`src/rtl/rpcd_pkg.sv`:
```
package rpcd_pkg;

  localparam int PAIR_SLOTS_DEF = 24;

  localparam int SUM_W     = 21;
  localparam int MEAN_W    = 17;
  localparam int CMP_W     = 18;
  localparam int BIT_IDX_W = 5;
  localparam int CNT_W     = 6;
  localparam int CODE_W    = 24;
  localparam int CFG_W     = 16;

  localparam logic [CNT_W-1:0]     LONG_PAIRS  = 6'd32;
  localparam logic [CNT_W-1:0]     SHORT_PAIRS = 6'd25;
  localparam logic [CNT_W-1:0]     COUNT_MAX   = 6'd63;
  localparam logic [BIT_IDX_W-1:0] LONG_BITS   = 5'd23;
  localparam logic [BIT_IDX_W-1:0] SHORT_BITS  = 5'd24;

  // mean = (sum * ceil(2^26 / bits)) >> 26, exact for any 21-bit sum
  localparam int RECIP_W     = 22;
  localparam int RECIP_SHIFT = 26;
  localparam int PROD_W      = SUM_W + RECIP_W;
  localparam logic [RECIP_W-1:0] RECIP_LONG  = 22'd2917777;
  localparam logic [RECIP_W-1:0] RECIP_SHORT = 22'd2796203;

  localparam logic [14:0] TOL_RESET = 15'd500;
  localparam logic [15:0] REL_RESET = 16'd100;

  localparam logic REG_TOLERANCE = 1'b0;
  localparam logic REG_RELEASE   = 1'b1;

  typedef struct packed {
    logic        op;
    logic        first_level;
    logic [14:0] first_time;
    logic        second_level;
    logic [14:0] second_time;
    logic        frame_end;
  } in_word_t;

  typedef struct packed {
    logic [CODE_W-1:0] code;
    logic              is_release;
  } out_word_t;

endpackage

```
`src/rtl/remote_pulse_code_decoder.sv`:
```
// Channel  | Ports                               | Handshake
// ---------+-------------------------------------+------------------------------
// input    | start, busy, in_word                | taken when start && !busy
// result   | out_valid, out_word                 | one-cycle strobe, no stall
// config   | cfg_we, cfg_index, cfg_data         | written when cfg_we is high
//
// A tick, a pair that does not end a frame or a frame end of wrong length leaves
// busy low. A judged frame end holds busy while the pair memory's single read port
// is walked twice (sum, then check) with a reciprocal multiply for the mean between;
// a bad pair cuts the check walk short. Reset is synchronous; the pair memory is
// not cleared, only written entries of the current frame are read. The receiver
// cannot stall; a code leaves as busy falls.
module remote_pulse_code_decoder
  import rpcd_pkg::*;
#(
  parameter int PAIR_SLOTS = PAIR_SLOTS_DEF
) (
  input  logic             clk,
  input  logic             rst_n,
  input  logic             start,
  output logic             busy,
  input  in_word_t         in_word,
  output logic             out_valid,
  output out_word_t        out_word,
  input  logic             cfg_we,
  input  logic             cfg_index,
  input  logic [CFG_W-1:0] cfg_data
);

  localparam int AW = $clog2(PAIR_SLOTS);

  localparam logic [2:0] ST_IDLE  = 3'd0;
  localparam logic [2:0] ST_SUM   = 3'd1;
  localparam logic [2:0] ST_DIV   = 3'd2;
  localparam logic [2:0] ST_CHECK = 3'd3;
  localparam logic [2:0] ST_DONE  = 3'd4;

  logic [31:0] mem [PAIR_SLOTS];
  logic [31:0] rd_data_r;
  logic        wr_en;
  logic        rd_en;

  logic [2:0]           state_r, state_nxt;
  logic [CNT_W-1:0]     pair_cnt_r, pair_cnt_nxt;
  logic [CODE_W-1:0]    prev_code_r, prev_code_nxt;
  logic [15:0]          countdown_r, countdown_nxt;
  logic [14:0]          tol_r, tol_nxt;
  logic [15:0]          rel_r, rel_nxt;
  logic [BIT_IDX_W-1:0] bits_r, bits_nxt;
  logic [BIT_IDX_W-1:0] idx_r, idx_nxt;
  logic                 rd_vld_r, rd_vld_nxt;
  logic [SUM_W-1:0]     sum_r, sum_nxt;
  logic [MEAN_W-1:0]    mean_r, mean_nxt;
  logic [CODE_W-1:0]    acc_r, acc_nxt;
  logic                 out_valid_r, out_valid_nxt;
  out_word_t            out_word_r, out_word_nxt;

  logic [CNT_W-1:0]     count_new;
  logic [15:0]          pair_t;
  logic [15:0]          pair_hi;
  logic [CMP_W-1:0]     t_ext, tol_ext, mean_ext;
  logic                 pair_bad;
  logic                 pair_bit;
  logic [RECIP_W-1:0]   recip;
  logic [PROD_W-1:0]    mean_prod;

  assign wr_en = (state_r == ST_IDLE) && start && !in_word.op
                 && (pair_cnt_r < CNT_W'(PAIR_SLOTS));
  assign rd_en = ((state_r == ST_SUM) || (state_r == ST_CHECK)) && (idx_r < bits_r);

  always_ff @(posedge clk) begin
    if (wr_en) begin
      mem[pair_cnt_r[AW-1:0]] <= {in_word.first_level, in_word.first_time,
                                  in_word.second_level, in_word.second_time};
    end
    if (rd_en) begin
      rd_data_r <= mem[idx_r[AW-1:0]];
    end
  end

  assign count_new = (pair_cnt_r < COUNT_MAX) ? pair_cnt_r + 1'b1 : pair_cnt_r;
  assign pair_hi   = {1'b0, rd_data_r[30:16]};
  assign pair_t    = pair_hi + {1'b0, rd_data_r[14:0]};
  assign t_ext     = CMP_W'(pair_t);
  assign tol_ext   = CMP_W'(tol_r);
  assign mean_ext  = CMP_W'(mean_r);
  assign pair_bad  = (t_ext + tol_ext < mean_ext) || (t_ext > mean_ext + tol_ext)
                     || !rd_data_r[31] || rd_data_r[15];
  assign pair_bit  = MEAN_W'(pair_hi) > (mean_r >> 1);
  assign recip     = (bits_r == LONG_BITS) ? RECIP_LONG : RECIP_SHORT;
  assign mean_prod = PROD_W'(sum_r) * PROD_W'(recip);

  always_comb begin
    state_nxt     = state_r;
    pair_cnt_nxt  = pair_cnt_r;
    prev_code_nxt = prev_code_r;
    countdown_nxt = countdown_r;
    tol_nxt       = tol_r;
    rel_nxt       = rel_r;
    bits_nxt      = bits_r;
    idx_nxt       = idx_r;
    rd_vld_nxt    = 1'b0;
    sum_nxt       = sum_r;
    mean_nxt      = mean_r;
    acc_nxt       = acc_r;
    out_valid_nxt = 1'b0;
    out_word_nxt  = out_word_r;

    if (cfg_we) begin
      unique case (cfg_index)
        REG_TOLERANCE: tol_nxt = cfg_data[14:0];
        REG_RELEASE:   rel_nxt = cfg_data;
        default:       ;
      endcase
    end

    unique case (state_r)
      ST_IDLE: begin
        if (start) begin
          if (in_word.op) begin
            if (countdown_r != 16'd0) begin
              countdown_nxt = countdown_r - 16'd1;
              if (countdown_r == 16'd1) begin
                prev_code_nxt   = '0;
                out_valid_nxt   = 1'b1;
                out_word_nxt    = '{code: '0, is_release: 1'b1};
              end
            end
          end else if (!in_word.frame_end) begin
            pair_cnt_nxt = count_new;
          end else begin
            pair_cnt_nxt = '0;
            idx_nxt      = '0;
            sum_nxt      = '0;
            if (count_new == LONG_PAIRS) begin
              bits_nxt = LONG_BITS;
              if (CNT_W'(LONG_BITS) <= CNT_W'(PAIR_SLOTS)) begin
                state_nxt = ST_SUM;
              end
            end else if (count_new == SHORT_PAIRS) begin
              bits_nxt = SHORT_BITS;
              if (CNT_W'(SHORT_BITS) <= CNT_W'(PAIR_SLOTS)) begin
                state_nxt = ST_SUM;
              end
            end
          end
        end
      end
      ST_SUM: begin
        if (idx_r < bits_r) begin
          idx_nxt    = idx_r + 1'b1;
          rd_vld_nxt = 1'b1;
        end
        if (rd_vld_r) begin
          sum_nxt = sum_r + SUM_W'(pair_t);
        end else if (idx_r == bits_r) begin
          state_nxt = ST_DIV;
        end
      end
      ST_DIV: begin
        mean_nxt  = mean_prod[RECIP_SHIFT +: MEAN_W];
        idx_nxt   = '0;
        acc_nxt   = '0;
        state_nxt = ST_CHECK;
      end
      ST_CHECK: begin
        if (rd_vld_r && pair_bad) begin
          state_nxt = ST_IDLE;
        end else begin
          if (idx_r < bits_r) begin
            idx_nxt    = idx_r + 1'b1;
            rd_vld_nxt = 1'b1;
          end
          if (rd_vld_r) begin
            acc_nxt = {acc_r[CODE_W-2:0], pair_bit};
          end else if (idx_r == bits_r) begin
            state_nxt = ST_DONE;
          end
        end
      end
      ST_DONE: begin
        state_nxt     = ST_IDLE;
        countdown_nxt = rel_r;
        if (acc_r != prev_code_r) begin
          prev_code_nxt = acc_r;
          out_valid_nxt = 1'b1;
          out_word_nxt  = '{code: acc_r, is_release: 1'b0};
        end
      end
      default: state_nxt = ST_IDLE;
    endcase
  end

  always_ff @(posedge clk) begin
    if (!rst_n) begin
      state_r     <= ST_IDLE;
      pair_cnt_r  <= '0;
      prev_code_r <= '0;
      countdown_r <= '0;
      tol_r       <= TOL_RESET;
      rel_r       <= REL_RESET;
      rd_vld_r    <= 1'b0;
      out_valid_r <= 1'b0;
    end else begin
      state_r     <= state_nxt;
      pair_cnt_r  <= pair_cnt_nxt;
      prev_code_r <= prev_code_nxt;
      countdown_r <= countdown_nxt;
      tol_r       <= tol_nxt;
      rel_r       <= rel_nxt;
      rd_vld_r    <= rd_vld_nxt;
      out_valid_r <= out_valid_nxt;
    end
    bits_r     <= bits_nxt;
    idx_r      <= idx_nxt;
    sum_r      <= sum_nxt;
    mean_r     <= mean_nxt;
    acc_r      <= acc_nxt;
    out_word_r <= out_word_nxt;
  end

  assign busy      = (state_r != ST_IDLE);
  assign out_valid = out_valid_r;
  assign out_word  = out_word_r;

endmodule
```
`config.mk`:
```
export PLATFORM = sky130hd
export DESIGN_NAME = remote_pulse_code_decoder
export DESIGN_NICKNAME = d
export VERILOG_FILES = /design/src/rtl/rpcd_pkg.sv /design/src/rtl/remote_pulse_code_decoder.sv
export SDC_FILE = /design/constraint.sdc
export NUM_CORES = 2
export LEC_CHECK = 0
export BUFFER_PORTS_ARGS = -buffer_cell sky130_fd_sc_hd__buf_2
export CAP_MARGIN = 25
export CORE_ASPECT_RATIO = 0.75
export CORE_MARGIN = 2
export CORE_UTILIZATION = 50
export DETAILED_ROUTE_END_ITERATION = 16
export PLACE_DENSITY = 0.66
export SLEW_MARGIN = 40
export SYNTH_ARGS = -nofsm -noshare
export SYNTH_HDL_FRONTEND = slang
export SYNTH_SLANG_ARGS = --single-unit
export TNS_END_PERCENT = 50
```
`constraint.sdc`:
```
create_clock -name clk -period 17.1 [get_ports clk]
set_clock_uncertainty 0.1 [all_clocks]
set_input_delay 0.855 -clock clk [delete_from_list [all_inputs] [get_ports clk]]
set_output_delay 0.855 -clock clk [all_outputs]
set_load 0.02 [all_outputs]
```
==> metrics.log <==
INFO  metric ctsHtreeMaxLevel = 3
INFO  metric arrival = 7.72 ns
INFO  metric synth.most_common_cell = edfxtp_1
INFO  metric tritoncts = yes
INFO  metric final.period_utilization = 43.5%
INFO  metric portBuffers = about 80
INFO  metric sequential_fraction_of_the_synthesis_area = 55.2%
INFO  metric period_minus_slack = roughly 7.4 ns
INFO  metric finalHoldViolCount = 0
INFO  metric family_with_the_most_delay_on_the_worst_path = adder cells
INFO  metric cts_sinks = between 900 and 1k
INFO  metric post_cts_resized = 0
INFO  metric place_ws = just under 10 ns
INFO  metric timing.setup.tns = 0 ns
INFO  metric ys_top_cells_by_area = edfxtp_1, mux4_2, fa_1
INFO  metric overflow = 0
INFO  metric timing.critical_path.fanout_max = 31
INFO  metric synth_top_family_by_area = adder cells
INFO  metric critPathBufInv = 5
INFO  metric grt_setup_unrepaired = false
INFO  metric critical-path-top-cell-by-count = fa_1
INFO  metric drt-vias-per-instance = 5.74
INFO  metric synth.area.mux_share = a little over a tenth
INFO  metric floorplan.die.width = ~370 um
INFO  metric clockRootBuffer = clkbuf_16
INFO  metric hold_buffers = 0
INFO  metric fmax = around 130 MHz
INFO  metric tightest_slew = roughly 0.83 ns
INFO  metric drt-initial-drc-count = between 2k and 3k
INFO  metric grt_max_degree = between 100 and 150
INFO  metric crit_path_top_delay_cell = a311oi_1
INFO  metric track_usage = around 23%
INFO  metric max-clock-path-buffers = 3
INFO  metric worst_setup_path_startpoint = bits_r[2]
INFO  metric core_area = 103000 um2
INFO  metric synth_commonest_cells = edfxtp_1, inv_1, ha_1
INFO  metric dieArea = around 110000 um2
INFO  metric post-synth-top-area-fraction = 52.0%
INFO  metric cp_data_required_time = between 15 and 20 ns
INFO  metric hold_start = cfg_data[6]
INFO  metric final_layout_size_suffix_gt1_share = 15.1%
INFO  metric synthFlopType = edfxtp_1
INFO  metric synthDistinctLibCells = 79
INFO  metric ys_async_sr_fraction = 0%
INFO  metric powerDensity = around 140 nW/um2
INFO  metric top_level_ports = between 80 and 90
INFO  metric run_status = completed
INFO  metric maxSlewViolCount = 0
INFO  metric adder_and_majority_cell_fraction_of_the_synthesized_area = 17.3%
INFO  metric setup_viol = 0
INFO  metric postCtsSetupBuffers = 0
INFO  metric path_cells = nor2b_2, buf_4, nor2b_1, or2_2, ha_1, inv_1, fa_1, fa_1, inv_1, fa_1, fa_1, fa_1, inv_1, fa_1, inv_1, ha_1, a21oi_1, o31ai_1, a21oi_1, nor2_1, a311oi_1, o221ai_1, a21oi_1, o31ai_1
INFO  metric detailroute.via_count = 28.9k
INFO  metric rows = just over 100
INFO  metric vdd.ir_drop.worst = about 300 uV
INFO  metric routed_wire_length_per_instance = ~24 um
INFO  metric number_of_cts_inserted_buffers = 94
INFO  metric routed_wirelength = roughly 120000 um
INFO  metric worst_setup_hold_path_clk_slew = approximately 0.07 ns
INFO  metric timing_worst_setup_path_type = register to register
INFO  metric clkLatencyLatePin = around 0.67 ns
INFO  metric synth_warnings = 0
INFO  metric first_pass_iters = 7
INFO  metric remaining_drc_errors = 0
INFO  metric grt_antenna_before_repair = 4
INFO  metric synthesis.area_per_instance = approximately 15 um2
INFO  metric synthesis.instances = between 3k and 4k
INFO  metric synth_compound_gate_area_share = under 10%
INFO  metric synth_xor_area_share = 1.61%
INFO  metric place.detailed.hpwl = 79000 um
INFO  metric netlist.top_cell.by_area = edfxtp_1
INFO  metric cp-end-kind = register
INFO  metric power.static_leakage = 21.7 nW
INFO  metric synth_edf_count = 894
INFO  metric critPathMaxStageDelay = about 0.58 ns
INFO  metric initial_utilization = approximately half
INFO  metric worst_slew_margin_rel = between 40 and 50%
INFO  metric timing.rr.start = bits_r[2]
INFO  metric synthToLayoutAreaGrowth = 10.4%
INFO  metric grt_first_pass_wirelength = roughly 180000 um
INFO  metric worst_setup_path_start_kind = register
INFO  metric nNetsFinal = approximately 4.2k
INFO  metric synth.ff_latch_count = about 980
INFO  metric drt.antenna.violating_nets = 0
INFO  metric syn-cell-area = 51600 um2
INFO  metric die_h = between 200 and 300 um
INFO  metric final_gp_congestion = about 0.89
INFO  metric simple_logic_cell_fraction_of_the_synthesized_area = approximately 5.8%
INFO  metric drv.max_cap_violation_count = 0
INFO  metric grt_pass1_vias = around 29k
INFO  metric min_path_type = input pin to register
INFO  metric post-route-worst-setup-slack = 9.67 ns
[layer usage]
metal	up-vias	global-route usage, %	routed length (um)
met3	151	5.00	10200
li1	13100	-	-
met5	-	0	29
met1	14700	35.8	55800
met2	1011	33.5	51600
met4	4	4.85	2200
[where the power goes]
group	switching [mW]	leakage (nW)	internal (mW)
Clock	0.891	1.43	1.11
Combinational	1.91	11.6	1.38
Sequential	0.0312	8.67	2.72
[worst register-to-register path, cell delays in order (launching register included)]
cell	delay, ns
edfxtp_1	0.39
nor2b_2	0.15
buf_4	0.35
nor2b_1	0.20
or2_2	0.36
ha_1	0.29
inv_1	0.06
fa_1	0.46
fa_1	0.49
inv_1	0.06
fa_1	0.49
fa_1	0.51
fa_1	0.50
inv_1	0.05
fa_1	0.47
inv_1	0.04
ha_1	0.19
a21oi_1	0.33
o31ai_1	0.13
a21oi_1	0.20
nor2_1	0.06
a311oi_1	0.58
o221ai_1	0.31
a21oi_1	0.30
o31ai_1	0.10
[registers in the layout (all words and copies together), names as in the netlist, 16 cells and up]
name         count
out_word        25
countdown_r     16
rd_data_r       32
sum_r           21
prev_code_r     24
acc_r           24
mem            768
rel_r           16
mean_r          17
[worst paths after layout]
kind / endpoint / slack (ns) / cells past startpoint
hold reg to reg: countdown_r[15] / 0.36 / 2
hold / removal: tol_r[6] / 0.33 / 3
setup / recovery: mean_r[7] / 9.67 / 24
setup reg to reg: mean_r[7] / 9.67 / 24
[through the flow]
step	util [%]	total power [mW]	hold slack, ns	cell area (um2)	cells
after floorplan	-	5.29	0.337	51700	3508
after global placement	52.4	6.03	0.354	53900	4859
after detailed placement	52.5	6.05	0.358	53900	4862
after CTS	55.4	8.07	0.285	56900	5037
after global routing	55.4	8.65	0.330	57000	5039
final	55.4	8.05	0.330	57000	5040
[layout make-up]
class | instances | area [um2]
Fill cell | 8115 | 45800
Sequential cell | 976 | 28500
Multi-Input combinational cell | 1995 | 21400
Clock buffer | 121 | 2490
Tap cell | 1352 | 1690
Inverter | 406 | 1520
Timing Repair Buffer | 134 | 892
Clock inverter | 54 | 478
Antenna cell | 2 | 5.00
[cell families (layout without fill, tap and decap cells)]
logic type,count (synthesis),in the layout
AOI/OAI and AO/OA,399,399
xor gates and xnor gates,95,95
adders and majority gates,579,579
buffers and inverters,537,715
DFF,976,976
muxes,284,284
other,2,30
and+or+nand+nor,610,610
[placed cells by master, fill, tap and decap left out, types with 59 or more instances in the layout]
master and instances:
edfxtp_1 894, inv_1 406, ha_1 352, fa_1 227, mux4_2 224, nand2_1 152, nor2_1 141, a21oi_1 126
clkbuf_16 95, dfxtp_1 81, buf_2 81, o21ai_0 68, mux2i_1 59
No activity file was read; power rests on OpenSTA's default activity.
